--- src/cfc_pkg.sv ---
// Shared types, constants and the byte-wide CRC-16/XMODEM update for the
// command frame checker. No dependencies.
package cfc_pkg;

  localparam int unsigned WinLen = 8;
  localparam int unsigned CntW   = 4;

  localparam logic [7:0]  ByteCr   = 8'h0D;
  localparam logic [7:0]  ByteLf   = 8'h0A;
  localparam logic [7:0]  ByteGet  = 8'h47;
  localparam logic [7:0]  ByteLed  = 8'h4C;
  localparam logic [15:0] CrcPoly  = 16'h1021;
  localparam logic [15:0] CrcInit  = 16'h0000;

  typedef enum logic [1:0] {
    KIND_NONE = 2'd0,
    KIND_GET  = 2'd1,
    KIND_LED  = 2'd2
  } cmd_kind_t;

  // One window slot: the byte and the CRCs of the runs of one to four
  // bytes that end with it.
  typedef struct packed {
    logic [7:0]  data;
    logic [15:0] r1;
    logic [15:0] r2;
    logic [15:0] r3;
    logic [15:0] r4;
  } cell_t;

  typedef logic [WinLen-1:0][7:0] win_t;

  typedef struct packed {
    cmd_kind_t  kind;
    logic [7:0] b0;
    logic [7:0] b1;
    logic [7:0] b2;
  } cmd_t;

  function automatic logic [15:0] crc_byte(input logic [15:0] crc_in,
                                           input logic [7:0]  din);
    logic [15:0] c;
    c = crc_in ^ {din, 8'h00};
    for (int b = 0; b < 8; b++) begin
      if (c[15]) begin
        c = {c[14:0], 1'b0} ^ CrcPoly;
      end else begin
        c = {c[14:0], 1'b0};
      end
    end
    return c;
  endfunction

endpackage

--- src/cfc_cell.sv ---
// One slot of the shift window: takes its neighbor's contents on a shift,
// clears on a frame end. Depends on cfc_pkg.
module cfc_cell (
  input  logic            clk,
  input  logic            rst,
  input  logic            shift,
  input  logic            clear,
  input  cfc_pkg::cell_t  d,
  output cfc_pkg::cell_t  q
);

  always_ff @(posedge clk) begin
    if (rst || clear) begin
      q <= '0;
    end else if (shift) begin
      q <= d;
    end
  end

endmodule

--- src/cfc_check.sv ---
// Frame decode: terminator, command byte and CRC compare on the window as it
// stands after the current byte. Depends on cfc_pkg.
module cfc_check (
  input  cfc_pkg::win_t  win,
  input  logic [15:0]    crc,
  input  logic           full,
  output cfc_pkg::cmd_t  cmd
);

  logic is_get;
  logic is_led;
  logic frame_ok;

  assign is_get   = (win[0] == cfc_pkg::ByteGet);
  assign is_led   = (win[0] == cfc_pkg::ByteLed);
  assign frame_ok = full && (win[6] == cfc_pkg::ByteCr) && (win[7] == cfc_pkg::ByteLf)
                    && (crc == {win[4], win[5]});

  always_comb begin
    cmd = '0;
    cmd.kind = cfc_pkg::KIND_NONE;
    if (frame_ok && is_get) begin
      cmd.kind = cfc_pkg::KIND_GET;
    end else if (frame_ok && is_led) begin
      cmd.kind = cfc_pkg::KIND_LED;
      cmd.b0   = win[1];
      cmd.b1   = win[2];
      cmd.b2   = win[3];
    end
  end

endmodule

--- src/command_frame_checker_core.sv ---
// Top level of the command frame checker: eight-cell byte window with
// rolling CRCs, frame decode and a two-entry result buffer.
// Depends on cfc_pkg, cfc_cell and cfc_check.
//
//  port group | dir | fields (low bit up)                      | note
//  s_*        | in  | tdata: rx_byte[7:0]; tlast: frame_end    | one byte per transaction
//  m_*        | out | tdata: cmd_byte0, cmd_byte1, cmd_byte2;  | one transaction per
//             |     | tuser: cmd_kind[1:0]                     | frame end
//
// One byte per cycle while s_tready is high; each frame end's result is
// registered and presented on m_*; new CRCs extend the head cell's by the byte.
// Reset clears the window, byte count and result buffer.
// s_tready drops only while both result slots are full; bytes without
// tlast are taken while the output stalls until that point.
module command_frame_checker_core (
  input  logic        clk,
  input  logic        rst,
  input  logic        s_tvalid,
  output logic        s_tready,
  input  logic [7:0]  s_tdata,   // rx_byte[7:0]
  input  logic        s_tlast,
  output logic        m_tvalid,
  input  logic        m_tready,
  output logic [23:0] m_tdata,   // cmd_byte0[7:0], cmd_byte1[15:8], cmd_byte2[23:16]
  output logic [1:0]  m_tuser    // cmd_kind[1:0]
);

  localparam int unsigned W = cfc_pkg::WinLen;

  cfc_pkg::cell_t q [W];
  cfc_pkg::cell_t entry;
  cfc_pkg::win_t  win;
  cfc_pkg::cmd_t  res;
  cfc_pkg::cmd_t  out_reg;
  cfc_pkg::cmd_t  skid_reg;

  logic [cfc_pkg::CntW-1:0] count;
  logic [cfc_pkg::CntW-1:0] count_next;
  logic acc;
  logic push;
  logic pop;
  logic out_valid;
  logic skid_valid;
  logic full;

  assign s_tready = !skid_valid;
  assign acc      = s_tvalid && s_tready;
  assign push     = acc && s_tlast;
  assign pop      = m_tvalid && m_tready;

  always_comb begin
    entry.data = s_tdata;
    entry.r1   = cfc_pkg::crc_byte(cfc_pkg::CrcInit, s_tdata);
    entry.r2   = cfc_pkg::crc_byte(q[W-1].r1, s_tdata);
    entry.r3   = cfc_pkg::crc_byte(q[W-1].r2, s_tdata);
    entry.r4   = cfc_pkg::crc_byte(q[W-1].r3, s_tdata);
  end

  genvar k;
  generate
    for (k = 0; k < W; k++) begin : g_cell
      if (k == W - 1) begin : g_head
        cfc_cell u_cell (
          .clk(clk), .rst(rst), .shift(acc), .clear(push), .d(entry), .q(q[k])
        );
      end else begin : g_body
        cfc_cell u_cell (
          .clk(clk), .rst(rst), .shift(acc), .clear(push), .d(q[k+1]), .q(q[k])
        );
      end
    end
  endgenerate

  // window after the current byte is shifted in
  always_comb begin
    for (int i = 0; i < W - 1; i++) begin
      win[i] = q[i+1].data;
    end
    win[W-1] = s_tdata;
  end

  assign full = (count >= cfc_pkg::CntW'(W - 1));

  cfc_check u_check (
    .win(win),
    .crc(q[4].r4),
    .full(full),
    .cmd(res)
  );

  always_comb begin
    count_next = count;
    if (push) begin
      count_next = '0;
    end else if (acc && (count < cfc_pkg::CntW'(W))) begin
      count_next = count + 1'b1;
    end
  end

  always_ff @(posedge clk) begin
    if (rst) begin
      count <= '0;
    end else begin
      count <= count_next;
    end
  end

  always_ff @(posedge clk) begin
    if (rst) begin
      out_valid  <= 1'b0;
      skid_valid <= 1'b0;
    end else if (!out_valid) begin
      out_valid <= push;
    end else if (pop) begin
      if (skid_valid) begin
        skid_valid <= 1'b0;
      end else begin
        out_valid <= push;
      end
    end else if (push) begin
      skid_valid <= 1'b1;
    end
  end

  always_ff @(posedge clk) begin
    if (!out_valid || (pop && !skid_valid)) begin
      if (push) begin
        out_reg <= res;
      end
    end else if (pop) begin
      out_reg <= skid_reg;
    end
    if (out_valid && !pop && push) begin
      skid_reg <= res;
    end
  end

  assign m_tvalid = out_valid;
  assign m_tdata  = {out_reg.b2, out_reg.b1, out_reg.b0};
  assign m_tuser  = 2'(out_reg.kind);

  a_skid_needs_out: assert property (@(posedge clk) disable iff (rst)
    skid_valid |-> out_valid)
    else $error("skid slot holds a result while output slot is empty");

  a_clear_on_end: assert property (@(posedge clk) disable iff (rst)
    push |=> (count == '0) && (q[W-1] == '0) && (q[0] == '0))
    else $error("window not cleared after frame end");

  a_count_sat: assert property (@(posedge clk) disable iff (rst)
    count <= cfc_pkg::CntW'(W))
    else $error("byte count above window length");

  a_no_spurious: assert property (@(posedge clk) disable iff (rst)
    (!push && !pop) |=> $stable(out_valid) && $stable(skid_valid))
    else $error("result buffer changed without a frame end or a drain");

endmodule
--- config.mk ---
export PLATFORM = sky130hd
export DESIGN_NAME = command_frame_checker_core
export DESIGN_NICKNAME = d
export VERILOG_FILES = /design/src/cfc_pkg.sv /design/src/cfc_cell.sv /design/src/cfc_check.sv /design/src/command_frame_checker_core.sv
export SDC_FILE = /design/constraint.sdc
export NUM_CORES = 1
export LEC_CHECK = 0
export BUFFER_PORTS_ARGS = -buffer_cell sky130_fd_sc_hd__buf_2
export CAP_MARGIN = 20
export CORE_UTILIZATION = 45
export CTS_BUF_LIST = sky130_fd_sc_hd__clkbuf_2 sky130_fd_sc_hd__clkbuf_4 sky130_fd_sc_hd__clkbuf_8
export CTS_CLUSTER_DIAMETER = 40
export DETAILED_ROUTE_END_ITERATION = 10
export PLACE_DENSITY = 0.64
export RECOVER_POWER = 50
export SYNTH_ARGS = -nofsm -noshare
export SYNTH_HDL_FRONTEND = slang
export SYNTH_SLANG_ARGS = --single-unit
--- constraint.sdc ---
create_clock -name clk -period 5.5 [get_ports clk]
set_input_delay 0.55 -clock clk [delete_from_list [all_inputs] [get_ports clk]]
set_output_delay 0.55 -clock clk [all_outputs]
set_load 0.02 [all_outputs]
==> results.yml, run 1 <==
outcome:
  status: "finished, violations left"
  failed_checks: "capacitance limit, slew limit"
layout:
  largest_reg_flops: 96
  drive_gt1_share_pct: 12.5
  fillers: 1877
  area_delta_synth_final_pct: 11.7
  fin_nets: 1046
  diodes: 0
sta:
  final-setup-viol-count: 0
  fmax_mhz: 288
  tightestPinTransition_ns: 2.28
  finClkSkew_ns: 0.0149
  hold_violations: 0
  fin_setup_tns_ns: 0
  fin_crit_ns: 3.48
  slew_headroom_pct: -51.9
  drv_slew: 55
  grt_setup_unrepaired: "false"
  timing.final.crit_share_pct: 63.2
grt:
  grt_usage_pct: 19.1
  overflow: 0
  grt_pass1_vias: 6297
  antenna_found_initial: 0
  grt_pass1_wl_um: 32700
  grt_max_degree: 171
routing:
  viasPerCell: 5.08
  routed_wl_um: 19800
  wire_per_inst_um: 15.0
  ant_nets: 0
  dr.pass1.iters: 5
  vias: 6731
  initialDrtViolationCount: 470
  drc_errors: 0
setup_path:
  max_stage_delay_ns: 1.70
  cp.arrival_ns: 3.90
  worst_setup_path_start_kind: "flop"
  crit_path_top_delay_cell: "clkbuf_1"
  cp.required_ns: 5.92
  setup.worst_path.end_class: "flop"
  ff2ff_setup_slack_ns: 2.02
  critPathKind: "reg2reg"
  cp_max_fo: 88
  crit_chain: "inv_1 > nand2_4 > clkbuf_1 > nand2_1 > a21oi_1"
place:
  gp_congestion: 0.803
  io_buffers: 40
  dp_hpwl_um: 12000
floorplanning:
  dieArea_um2: 21000
  ios: 41
  initial_core_util_pct: 46.6
  rows: 51
  core_um2: 19700
  die-width_um: 145
  die_height_um: 145
cts:
  clkLatencyLatePin_ns: 0.52
  cts_root_buffer: "clkbuf_8"
  cts_tree: "done"
  htreeDepth: 2
  ctsHoldBuffers: 0
  cts_resized: 0
  ctsLongestPathBuffers: 3
  cts_sinks: 218
  cts_buffers: 38
  cts_setup_buffers: 0
  path_clk_slew_ns: 0.06
pwr:
  power_density_nw_per_um2: 360
  finalPower_mw: 3.70
  p_leak_nw: 3.34
  vdd.ir_drop.worst_v: 0.000186
synth:
  yosys_register_bits: 218
  synth_top_cell_by_area: "dfxtp_1"
  synth_ff_type: "dfxtp_1"
  async_reset_ff_share_pct: 0
  yosysMostFrequentCell: "nand2_1"
  yosysWarnings: 0
  syn_avg_cell_area_um2: 9.06
  synth_top_area_share_pct: 36.1
  netlist_area_um2: 9200
  ys_top_cells_by_count: "nand2_1, dfxtp_1, a21oi_1, clkbuf_1, xnor2_1"
  synthCells: 1015
  synth_edf_count: 52
  syn-num-nets: 1029
  synth-seq-area-share_pct: 53.1
  synthTopCellsByArea: "dfxtp_1, edfxtp_1, nand2_1, a21oi_1, xnor2_1"
  synthDistinctLibCells: 40
hold_path:
  hold_class: "in2reg"
job:
  maxCapViolCount: 1
[critical path, delay by kind of cell, from the launching register on]
family	cells	cell delay (ns)
DFF	1	0.41
buffers and inverters	2	1.83
AOI/OAI and AO/OA	1	0.20
and+or+nand+nor	2	0.87
[layer usage]
metal,track usage (%),share of wire (%),up-vias
met5,0,0,-
li1,-,-,3436
met1,24.6,46,3166
met3,3.52,3.3,22
met2,32.0,49,107
met4,6.65,1.4,0
[stage by stage]
stage	cells	hold slack, ns	area, um2	setup slack, ns	util, %
after floorplan	1015	0.429	9200	2.76	-
after global placement	1256	0.434	9530	2.36	48.3
after detailed placement	1256	0.442	9530	2.36	48.3
after CTS	1324	0.231	10400	2.71	52.5
after global routing	1325	0.248	10300	1.61	52.1
final	1325	0.249	10300	2.02	52.1
[cells in the final DEF, fill, tap and decap left out, types with 4 or more instances in the layout]
cell type  count
clkbuf_1      31
buf_4          6
a21oi_1      131
edfxtp_1      52
o31ai_1        5
o21ai_0       25
xnor2_1       54
nor3_1        11
xor2_1        44
nand2_1      292
dfxtp_1      166
nor4_2        19
nand3_1       17
a211oi_1      11
nor2_1        30
inv_1         25
o31ai_2       20
nor4_1        15
clkbuf_8      45
clkinv_2       4
clkbuf_4      16
buf_2         12
[path summary, 6_finish.rpt]
check / from / endpoint / depth (start not counted)
worst min register to register: g_cell[5].g_body.u_cell.q[9] / g_cell[4].g_body.u_cell.q[9] / 2
worst max register to register: skid_valid / g_cell[5].g_body.u_cell.q[8] / 5
worst min-delay path: rst / m_tvalid / 2
worst max-delay path: skid_valid / g_cell[5].g_body.u_cell.q[8] / 5
[kinds of logic (layout without fill, tap and decap cells)]
group                      count (synthesis)  in the layout  synth area share, %
and+or+nand+nor                          403            403                 20.1
DFF                                      218            218                 53.1
AOI/OAI and AO/OA                        196            196                 12.9
buffers and inverters                     99            144                 4.46
xor gates and xnor gates                  98             98                 9.33
adders and majority gates                  1              1                0.136
[final cells by class]
type                            count  area, um2  share of cell area [%]
Clock buffer                       61        739                    7.20
Clock inverter                      7       83.8                   0.816
Inverter                           25       93.8                   0.913
Multi-Input combinational cell    698       3880                    37.8
Sequential cell                   218       4880                    47.5
Tap cell                          265        332                    3.23
Timing Repair Buffer               51        256                    2.50
[where the power goes]
group / switching, mW / leakage [nW] / internal [mW]
Sequential: 0.0429 / 1.78 / 1.71
Clock: 0.631 / 0.443 / 0.943
Combinational: 0.240 / 1.12 / 0.135
(Power assumes the default switching activity.)
==> run 2: changes to the inputs <==
==> constraint.sdc (replaced) <==
create_clock -name clk -period 3.4 [get_ports clk]
set_input_delay 0.34 -clock clk [delete_from_list [all_inputs] [get_ports clk]]
set_output_delay 0.34 -clock clk [all_outputs]
set_load 0.02 [all_outputs]
==> results.yml, run 2 (same netlist as run 1, synthesis figures left out) <==
routing:
  wire_per_inst_um: 15.5
  m1WireLength_um: 9310
  viasPerCell: 5.11
  initialDrtViolationCount: 556
  dr_wl_met2_um: 9970
  top_layer_used: "met4"
  vias: 6784
  routed_wl_um: 20600
  ant_nets: 0
  dr.pass1.iters: 4
  wl_met3_um: 886
  drc_errors: 0
sta:
  fmax_mhz: 396
  hold_violations: 0
  drv_slew: 27
  fin_crit_ns: 2.53
  fin_setup_tns_ns: 0
  slew_headroom_pct: -4.37
  holdWs_ns: 0.0352
  grt_setup_unrepaired: "false"
  finClkSkew_ns: 0.0283
  final-setup-viol-count: 0
  tightestPinTransition_ns: 1.57
  timing.final.crit_share_pct: 74.3
layout:
  fillers: 1880
  diodes: 0
  area_delta_synth_final_pct: 12.5
  postLayoutCellArea_um2: 10300
  largest_reg_flops: 96
  fin_nets: 1050
  instances_no_fill: 1327
  final_cell_mix: "nand2_1, dfxtp_1, a21oi_1, xnor2_1, edfxtp_1"
  drive_gt1_share_pct: 13.3
  layout_commonest_cell: "nand2_1"
setup_path:
  cp.required_ns: 3.51
  cp.arrival_ns: 2.64
  cp_max_fo: 26
  critPathKind: "reg2reg"
  ff2ff_setup_slack_ns: 0.87
  worst_setup_path_start_kind: "flop"
  setup.worst_path.end_class: "flop"
hold_path:
  hold_class: "in2reg"
job:
  maxCapViolCount: 1
cts:
  cts_setup_buffers: 0
  path_clk_slew_ns: 0.05
  cts_sinks: 218
  htreeDepth: 2
  cts_buffers: 38
  cts_resized: 0
  cts_root_buffer: "clkbuf_8"
  clkLatencyLatePin_ns: 0.53
  ctsHoldBuffers: 0
  ctsLongestPathBuffers: 3
  cts_tree: "done"
place:
  gp_congestion: 0.781
  dp.cells: 1261
  io_buffers: 40
  dp_hpwl_um: 12600
  post_dp_cell_area_um2: 9580
grt:
  grt_pass1_wl_um: 33700
  grt_usage_pct: 19.9
  grt_max_degree: 91
  grt_pass1_vias: 6576
  antenna_found_initial: 0
  overflow: 0
floorplanning:
  die_height_um: 145
  die-width_um: 145
  initial_core_util_pct: 46.6
  dieArea_um2: 21000
  ios: 41
  core_um2: 19700
  rows: 51
pwr:
  vdd.ir_drop.worst_v: 0.000248
  p_leak_nw: 3.36
  power_density_nw_per_um2: 586
outcome:
  failed_checks: "capacitance limit, slew limit"
  status: "finished, violations left"
## run 2: cell types whose count changed in the layout (fill, tap and decap cells not counted), moves of 3 or more
cell	change
buf_4	+4
clkinv_2	-3
o21ai_1	+4
nor4_1	-3
o21ai_0	-4
## run 2: cell type report
type	instances	area, um2	share of cell area, %
multi-input combinational	698	3910	37.8
sequential	218	4880	47.2
tap	265	332	3.21
clock buffer	63	767	7.42
inverter	25	93.8	0.907
timing repair buffer	55	294	2.84
clock inverter	3	65.1	0.629
## run 2: final timing paths
check	cells after the start	endpoint	from
setup reg to reg	3	skid_reg[7]	skid_valid
setup / recovery	3	skid_reg[7]	skid_valid
hold / removal	2	skid_valid	rst
hold reg to reg	2	g_cell[4].g_body.u_cell.q[12]	g_cell[5].g_body.u_cell.q[12]
## run 2: report_power, final
part           switching, mW  total, mW  internal, mW
clock                   1.03       2.60          1.57
combinational          0.395      0.620         0.225
sequential            0.0715       2.84          2.76
total                   1.50       6.06          4.55
## run 2: worst max-delay path, stage by stage (launching register included)
cell and delay [ns]:
dfxtp_1 0.34, nor2b_1 0.40, and3_1 0.23, clkbuf_1 1.13
## run 2: layer usage
| layer | global-route usage, % | vias up |
|---|---|---|
| met5 | 0 | - |
| met4 | 6.86 | 0 |
| met3 | 3.58 | 37 |
| met2 | 33.5 | 129 |
| met1 | 25.5 | 3180 |
| li1 | - | 3438 |
## run 2: per-stage QoR
stage	total power [mW]	setup WS (ns)	util [%]
2_1_floorplan	3.36	0.873	-
3_3_place_gp	3.52	0.895	48.6
3_5_place_dp	3.53	0.823	48.6
4_1_cts	6.14	1.02	52.8
5_1_grt	6.31	0.751	52.4
6_report	6.06	0.872	52.4
